<file path="config.mk">
export PLATFORM = sky130hd
export DESIGN_NAME = priority_ready_queue
export DESIGN_NICKNAME = d
export VERILOG_FILES = /design/src/hdl/prq_pkg.sv /design/src/hdl/prq_cell.sv /design/src/hdl/priority_ready_queue.sv
export SDC_FILE = /design/constraint.sdc
export NUM_CORES = 1
export LEC_CHECK = 0
export BUFFER_PORTS_ARGS = -buffer_cell sky130_fd_sc_hd__buf_2
export CAP_MARGIN = 20
export CORE_MARGIN = 2
export CORE_UTILIZATION = 58
export DETAILED_ROUTE_END_ITERATION = 10
export PLACE_DENSITY = 0.78
export REMOVE_ABC_BUFFERS = 1
export SYNTH_ARGS = -nofsm -noshare
export SYNTH_HDL_FRONTEND = slang
export SYNTH_SLANG_ARGS = --single-unit
</file>
<file path="constraint.sdc">
create_clock -name clk -period 3.8 [get_ports clk]
set_input_delay 0.57 -clock clk [delete_from_list [all_inputs] [get_ports clk]]
set_output_delay 0.57 -clock clk [all_outputs]
set_load 0.01 [all_outputs]
</file>
<file path="src/hdl/prq_pkg.sv">
// Shared types and codes for the priority ready queue.
// Used by prq_cell, priority_ready_queue and the testbench; depends on nothing.
package prq_pkg;

  localparam logic OP_ACTIVATE  = 1'b0;
  localparam logic OP_TERMINATE = 1'b1;

  localparam logic [1:0] STATUS_OK      = 2'd0;
  localparam logic [1:0] STATUS_QUEUED  = 2'd1;
  localparam logic [1:0] STATUS_MISSING = 2'd2;

  typedef struct packed {
    logic       valid;
    logic [3:0] task_id;
    logic [7:0] prio;
  } slot_t;

  typedef struct packed {
    logic [3:0] task_id;
    logic [7:0] prio;
  } cmd_t;

endpackage

</file>
<file path="src/hdl/prq_cell.sv">
// One slot of the sorted ready queue chain.
// Depends on prq_pkg for the slot and command types.
module prq_cell (
  input  logic           clk,
  input  logic           rst,
  input  prq_pkg::cmd_t  cmd,
  input  logic           insert_en,
  input  logic           remove_en,
  input  prq_pkg::slot_t left_slot,
  input  logic           left_flag,
  input  prq_pkg::slot_t right_slot,
  input  logic           hit_in,
  output prq_pkg::slot_t slot,
  output prq_pkg::slot_t slot_next,
  output logic           ins_flag,
  output logic           hit_out
);

  logic match;

  // A new task goes in front of an empty slot or one of strictly lower priority.
  assign ins_flag = !slot.valid || (cmd.prio > slot.prio);
  assign match    = slot.valid && (slot.task_id == cmd.task_id);
  assign hit_out  = hit_in | match;

  always_comb begin
    slot_next = slot;
    if (insert_en && ins_flag) begin
      if (left_flag) begin
        slot_next = left_slot;
      end else begin
        slot_next.valid   = 1'b1;
        slot_next.task_id = cmd.task_id;
        slot_next.prio    = cmd.prio;
      end
    end else if (remove_en && hit_out) begin
      slot_next = right_slot;
    end
  end

  always_ff @(posedge clk) begin
    if (rst) begin
      slot.valid <= 1'b0;
    end else begin
      slot <= slot_next;
    end
  end

endmodule

</file>
<file path="src/hdl/priority_ready_queue.sv">
// Top level of the priority ready queue: input capture, cell chain and result register.
// Depends on prq_pkg and prq_cell.
// An accepted word is captured, then executed in the execute state once the output is free,
// and its result word is registered as it executes. A new word is accepted only in the idle state.
// Reset clears the queue to empty and the control and output valid flags.
// The result word may wait on the output while the next word is accepted.
module priority_ready_queue #(
  parameter int TASK_COUNT = 16
) (
  input  logic        clk,
  input  logic        rst,
  input  logic        s_tvalid,
  output logic        s_tready,
  input  logic [15:0] s_tdata,  // task_index[3:0], task_priority[11:4], zero pad
  input  logic        s_tuser,  // opcode
  output logic        m_tvalid,
  input  logic        m_tready,
  output logic [15:0] m_tdata   // head_task[3:0], head_valid[4], ready_count[9:5],
                                // status[11:10], zero pad
);

  localparam int CW = $clog2(TASK_COUNT + 1);

  localparam logic ST_IDLE = 1'b0;
  localparam logic ST_EXEC = 1'b1;

  logic [0:0]     state;
  logic           op;
  prq_pkg::cmd_t  cmd;
  logic [CW-1:0]  count;
  logic [CW-1:0]  count_next;
  logic           proceed;
  logic           found;
  logic           out_of_range;
  logic           full;
  logic           insert_en;
  logic           remove_en;
  logic [1:0]     status;
  logic           order_ok;

  prq_pkg::slot_t slot_q    [TASK_COUNT];
  prq_pkg::slot_t slot_n    [TASK_COUNT];
  logic           ins_flag  [TASK_COUNT];
  logic           hit       [TASK_COUNT];

  assign s_tready = (state == ST_IDLE);
  assign proceed  = (state == ST_EXEC) && (!m_tvalid || m_tready);

  always_ff @(posedge clk) begin
    if (rst) begin
      state <= ST_IDLE;
    end else begin
      unique case (state)
        ST_IDLE: begin
          if (s_tvalid) begin
            state <= ST_EXEC;
          end
        end
        ST_EXEC: begin
          if (proceed) begin
            state <= ST_IDLE;
          end
        end
        default: state <= ST_IDLE;
      endcase
    end
  end

  always_ff @(posedge clk) begin
    if (s_tvalid && s_tready) begin
      op          <= s_tuser;
      cmd.task_id <= s_tdata[3:0];
      cmd.prio    <= s_tdata[11:4];
    end
  end

  for (genvar i = 0; i < TASK_COUNT; i++) begin : g_cell
    prq_pkg::slot_t left_slot;
    prq_pkg::slot_t right_slot;
    logic           left_flag;
    logic           hit_in;

    if (i == 0) begin : g_first
      assign left_slot = '0;
      assign left_flag = 1'b0;
      assign hit_in    = 1'b0;
    end else begin : g_inner
      assign left_slot = slot_q[i-1];
      assign left_flag = ins_flag[i-1];
      assign hit_in    = hit[i-1];
    end

    if (i == TASK_COUNT - 1) begin : g_last
      assign right_slot = '0;
    end else begin : g_mid
      assign right_slot = slot_q[i+1];
    end

    prq_cell u_cell (
      .clk        (clk),
      .rst        (rst),
      .cmd        (cmd),
      .insert_en  (insert_en),
      .remove_en  (remove_en),
      .left_slot  (left_slot),
      .left_flag  (left_flag),
      .right_slot (right_slot),
      .hit_in     (hit_in),
      .slot       (slot_q[i]),
      .slot_next  (slot_n[i]),
      .ins_flag   (ins_flag[i]),
      .hit_out    (hit[i])
    );
  end

  assign found        = hit[TASK_COUNT-1];
  assign out_of_range = (32'(cmd.task_id) >= TASK_COUNT);
  assign full         = (count == CW'(TASK_COUNT));

  always_comb begin
    insert_en  = 1'b0;
    remove_en  = 1'b0;
    count_next = count;
    if (op == prq_pkg::OP_ACTIVATE) begin
      status = prq_pkg::STATUS_QUEUED;
      if (!out_of_range && !found && !full) begin
        status     = prq_pkg::STATUS_OK;
        insert_en  = proceed;
        count_next = count + CW'(1);
      end
    end else begin
      status = prq_pkg::STATUS_MISSING;
      if (!out_of_range && found) begin
        status     = prq_pkg::STATUS_OK;
        remove_en  = proceed;
        count_next = count - CW'(1);
      end
    end
  end

  always_ff @(posedge clk) begin
    if (rst) begin
      count <= '0;
    end else if (proceed) begin
      count <= count_next;
    end
  end

  always_ff @(posedge clk) begin
    if (rst) begin
      m_tvalid <= 1'b0;
    end else if (proceed) begin
      m_tvalid <= 1'b1;
    end else if (m_tready) begin
      m_tvalid <= 1'b0;
    end
  end

  always_ff @(posedge clk) begin
    if (proceed) begin
      m_tdata <= {4'd0, status, 5'(count_next), slot_n[0].valid,
                  slot_n[0].valid ? slot_n[0].task_id : 4'd0};
    end
  end

  always_comb begin
    order_ok = 1'b1;
    for (int i = 1; i < TASK_COUNT; i++) begin
      if (slot_q[i].valid &&
          (!slot_q[i-1].valid || (slot_q[i-1].prio < slot_q[i].prio))) begin
        order_ok = 1'b0;
      end
    end
  end

  a_head_matches_count: assert property (@(posedge clk) disable iff (rst)
    slot_q[0].valid == (count != '0))
    else $error("head slot valid disagrees with queue count");

  a_count_bounded: assert property (@(posedge clk) disable iff (rst)
    count <= CW'(TASK_COUNT))
    else $error("queue count beyond capacity");

  a_sorted: assert property (@(posedge clk) disable iff (rst)
    order_ok)
    else $error("cell chain not sorted by priority");

  a_accept_to_exec: assert property (@(posedge clk) disable iff (rst)
    (s_tvalid && s_tready) |=> (state == ST_EXEC))
    else $error("accepted word did not start execution");

  a_single_update: assert property (@(posedge clk) disable iff (rst)
    !(insert_en && remove_en))
    else $error("insert and remove in the same cycle");

endmodule

</file>
Word-level counts from Yosys, hierarchy flattened
Cells that the tools add are included.

$add $sub $neg: 2. $lt $le $gt $ge: 16. Equality and inequality tests: 17. Multiplexer cells: 62. Bitwise logic cells: 17. Reductions and logical operators: 120.

Operators with widths (number): 13-bit two-way mux (47); 8-bit > comparator (16); 4-bit equality test (16); 1-bit logical AND (51); 2-bit nonzero test (17); 2-bit AND reduction (16); 1-bit logical NOT (19); 1-bit logical OR (17); 5-bit two-way mux (3); 1-bit OR (15); 1-bit two-way mux (9); 5-bit by 1-bit adder with 5-bit output (second input constant) (1); 5-bit equality test (second input constant) (1); 5-bit by 1-bit subtractor with 5-bit output (second input constant) (1); 2-bit two-way mux (2); 1-bit inverter (2); 1-bit one-hot mux with 2 select lines (1).

Register bits: 240. Input bits: 21. Output and inout port bits: 18.

Logic depth before layout (Yosys ltp)
Word-level depth: 24. Mapped depth: 14. Gate-level depth less buffers: 10.

Hierarchy
From an unflattened synthesis, not the netlist that was laid out.

Cell total of the unflattened synthesis: 1938. Area, all modules: 20576.0 µm².

Modules (own cells, without submodules): prq_cell (times used 16, cells each 115, area an instance 1203.7 µm², sequential area each 380.4 µm²); priority_ready_queue (times used 1, cells each 98, area an instance 1317.5 µm², sequential area each 890.9 µm²).

Worst setup path before layout
Ideal clock, no wire load.

Path type: reg-to-reg. Start point: register, netlist name cmd[0]. End point: register g_cell[4].u_cell.slot[0] in the netlist's numbering (enable). Arrival: 3416 ps. Data required time: 3415 ps. Path slack: 0 ps. Stages on the path, launching flop included: 12. Path buffers: 3. Clock period less this slack: 3800 ps. Cells stage by stage: edfxtp_1 -> clkbuf_1 -> clkbuf_1 -> inv_1 -> ha_1 -> o221ai_1 -> a21oi_1 -> o2111a_1 -> a41oi_1 -> clkbuf_1 -> nand2_1 -> a21oi_1.

Cells in the longest elaborated chain, start to end: 5.

Ends and longest elaborated chain: 8-bit > comparator (RTL line prq_cell.sv:22) `assign ins_flag = !slot.valid || (cmd.prio > slot.prio);`; 1-bit logical OR (RTL line prq_cell.sv:22); 1-bit logical AND (RTL line prq_cell.sv:28) `if (insert_en && ins_flag) begin`; 2-bit nonzero test (no line); 2-bit AND reduction (no line); end signal: assignment (RTL line prq_cell.sv:45) `slot <= slot_next;`; end: declaration (RTL line prq_cell.sv:13) `output prq_pkg::slot_t slot,`.

Every way passes these cells. A chain may end at the register's enable or synchronous reset.

Worst setup path after layout
Start point: register, netlist name cmd[10]. End point: register g_cell[3].u_cell.slot[5] in the netlist's numbering (enable).

Cells in the longest elaborated chain, start to end: 24. Elaborated cells between the ends (all ways): 57. Those cells by class: eq/ne (16); mux (4); bitwise (15); reduce/logical (22).

Ends and longest elaborated chain: 4-bit equality test (RTL line prq_cell.sv:23) `assign match = slot.valid && (slot.task_id == cmd.task_id);`; 1-bit logical AND (RTL line prq_cell.sv:23); 1-bit OR (15 in series) (RTL line prq_cell.sv:24) `assign hit_out = hit_in | match;`; 1-bit logical NOT (RTL line priority_ready_queue.sv:126) `if (!out_of_range && !found && !full) begin`; 1-bit logical AND (RTL line priority_ready_queue.sv:126); 1-bit two-way mux (RTL line priority_ready_queue.sv:126); 1-bit two-way mux (RTL line priority_ready_queue.sv:124) `if (op == prq_pkg::OP_ACTIVATE) begin`; 1-bit logical AND (RTL line prq_cell.sv:28); 2-bit nonzero test (no line) (*); 2-bit AND reduction (no line) (*); end signal: assignment (RTL line prq_cell.sv:45); end: declaration (RTL line prq_cell.sv:13).

Every way passes the cells marked *; elsewhere a longest branch is shown, timed or not.

==> results.md <==
- Outcome: complete, no violations
- Final worst slack: 289.0 ps
- R2R Path End: g_cell[3].u_cell.slot[5]$_DFFE_PP_
- Arr. time, crit path: 3650 ps
- Die W: 171.7 um
- Cell with the most instances after synthesis: edfxtp_1
- Die area: 0.02947 mm2
- Worst reg-to-reg path cell count: 10
- Clock skew: 20.42 ps
- WL/cell: 20.04 um
- Cell area after synthesis: 0.01631 mm2
- Worst R2R Start: cmd[10]$_DFFE_PP_
- First-pass GRT wire length: 66.02 mm
- Final hold vios: 0
- Final Util: 65.72%
- Worst-path clk slew: 60 ps
- Hold_buf cts: 0
- Yosys reg bits: 240
- Root Driver: clkbuf_16
- Max Fclk: 0.2848 GHz
- Antenna cell count: 0
- Max-cap violations: 0
- Core area: 0.02771 mm2
- Largest net degree at the start of global routing: 35
- Via density: 6.127
- Post-CTS resize count: 0
- Iteration count of the initial detailed-routing pass: 5
- Io pins: 39
- Post-synth EDFFs: 217
- Share of cells above drive strength 1: 10.97%
- RD Place Congestion: 0.8732
- Relative slew slack: 29.23%
- Hold_sp: s_tdata[2]
- Initial antenna violation count: 0
- Die Ht: 171.7 um
- Top cells by area, synth: edfxtp_1, mux2i_1, ha_1
- CTS max path bufs: 3
- Setup Total Neg Slack: 0 ps
- Crit path required time: 3940 ps
- FILL cells: 2103
- Worst vdd ir: 0.3167 mV
- Vias in the first global route: 12620
- Sequential cell area: 0.006977 mm2
- DP Wirelength: 29.71 mm
- Placement Rows: 61
- Routed Antenna Nets: 0
- DR vias: 12820
- Period Utilization, post-route: 92.39%
- Multi-input combinational cell area: 0.008397 mm2
- Post-CTS Setup Repair Bufs: 0
- Distinct cells, synth: 65
- Commonest cells in the netlist: edfxtp_1, a21oi_1, mux2i_1
- TritonCTS Buffers: 26
- P&R area growth vs syn: 11.66%
- Final net count: 1845
- Post-synth ARST share: 0%
- Main flop type after synthesis: edfxtp_1
- Drt drc: 0
- Pin slew with the least headroom to its limit: 1058 ps
- Leakage power: 7.690 nW
- Setup violations, final: 0
- Dpl ws: 344.7 ps
- YS warnings: 0
- RSZ-0062 raised after global routing: false
- Detailed Route WL: 41.93 mm
- Sequential-to-total area share from yosys stat: 42.79%
- TritonCTS clock tree: done
- R2R Setup Slk: 290 ps
- Initial Util: 58.85%
- Hold path depth: 1
- Hold path endpoint: cmd[10]$_DFFE_PP_
- Synth top area share: 39.96%
- Max-slew violations: 0
- CP Class: reg -> reg
- Element type at the critical path end: flip-flop
- GRT overflow: 0
- Yosys top cell by area: edfxtp_1
- Clk_lat worst skew: 540 ps
- H-tree levels: 1
- Post-route minimum period: 3511 ps
- Port bufs: 30
- Initial drt markers: 1051
- TritonCTS Sinks: 240
- Startpoint Class: flip-flop
- Syn_area_per_cell: 9.894 um2
- Hold crit path type: in -> reg
- Crit-path max FO: 29
- Syn Inst Count: 1648
- PD cells: 384.2 mW/mm2
- Tot GR Track Use: 28.32%
-- metrics by stage --
step | total power [mW] | cells | cell area (um2) | hold WS [ps]
2_1_floorplan | 3.826 | 1553 | 15860 | 453.1
3_3_place_gp | 4.142 | 2039 | 17200 | 501.4
3_5_place_dp | 4.187 | 2039 | 17200 | 512.0
4_1_cts | 7.001 | 2087 | 18170 | 193.2
5_1_grt | 7.228 | 2092 | 18210 | 194.6
6_report | 6.996 | 2092 | 18210 | 206.6
-- critical path: stages, from the launching register on --
cell and delay [ps]:
edfxtp_1 330, buf_4 390, xnor2_1 120, o211ai_1 120
nor4_1 130, nor4_2 410, buf_4 200, and3_1 300
o2111a_1 250, a21oi_1 50, nor2_1 800
-- cells in the final DEF (no fill, tap or decap), drive strengths merged, types with 15 or more instances in the layout --
cell type	count
edfxtp	217
nor4	16
nand4	15
ha	130
nor2	175
clkbuf	33
mux2i	189
dfxtp	23
o21ai	97
a31oi	24
xnor2	30
o21a	16
nand3	31
inv	142
xor2	35
nor3	20
a21oi	194
buf	113
a21o	22
nand2	53
nor2b	22
-- cells by family (layout without fill, tap and decap cells) --
group | count (synthesis) | count (layout) | share of synthesized area [%]
adders and majority gates | 130 | 130 | 9.975
muxes | 196 | 196 | 12.09
buffers and inverters | 240 | 303 | 6.093
and+or+nand+nor | 368 | 368 | 11.10
AOI/OAI and AO/OA | 408 | 408 | 14.45
other | 1 | 4 | 0.02300
xor gates and xnor gates | 65 | 65 | 3.491
DFF | 240 | 240 | 42.79
-- per-layer routing --
metal | up-vias | track usage [%] | wire length (um) | share of wire [%]
met5 | - | 0 | 0 | 0
met4 | 0 | 10.54 | 1600 | 3.8
met3 | 118 | 3.682 | 2997 | 7.1
met2 | 529 | 49.29 | 20430 | 49
met1 | 6114 | 35.99 | 16900 | 40
li1 | 6056 | - | - | -
-- state kept, by name, indices dropped and copies added (netlist names) --
register	cells
op	1
g_cell.u_cell.slot	208
m_tvalid	1
m_tdata	12
cmd	12
count	5
state	1
-- final cells by class --
| class | instances | share of cell area (%) |
|---|---|---|
| Clock buffer | 33 | 4.054 |
| Sequential cell | 240 | 38.32 |
| Tap cell | 378 | 2.598 |
| Timing Repair Buffer | 113 | 4.748 |
| Multi-Input combinational cell | 1171 | 46.12 |
| Clock inverter | 15 | 1.237 |
| Inverter | 142 | 2.927 |
-- power by group --
part,internal [mW],switching [mW]
sequential,3.01,0.0904
clock,1.77,1.06
combinational,0.417,0.648
-- worst max-delay path by stage --
stage | slack (ps) | startpoint | to | cells after the start
2_1_floorplan | -1490 | cmd[9]$_DFFE_PP_ | g_cell[14].u_cell.slot[0]$_DFFE_PP_ | 8
3_3_place_gp | 410 | cmd[10]$_DFFE_PP_ | g_cell[9].u_cell.slot[5]$_DFFE_PP_ | 9
3_5_place_dp | 340 | cmd[10]$_DFFE_PP_ | g_cell[9].u_cell.slot[5]$_DFFE_PP_ | 9
4_1_cts | 160 | cmd[10]$_DFFE_PP_ | g_cell[12].u_cell.slot[5]$_DFFE_PP_ | 8
5_1_grt | 50 | cmd[10]$_DFFE_PP_ | g_cell[7].u_cell.slot[4]$_DFFE_PP_ | 9
6_report | 290 | cmd[10]$_DFFE_PP_ | g_cell[3].u_cell.slot[5]$_DFFE_PP_ | 10
Power figures use the tool's default switching activity.
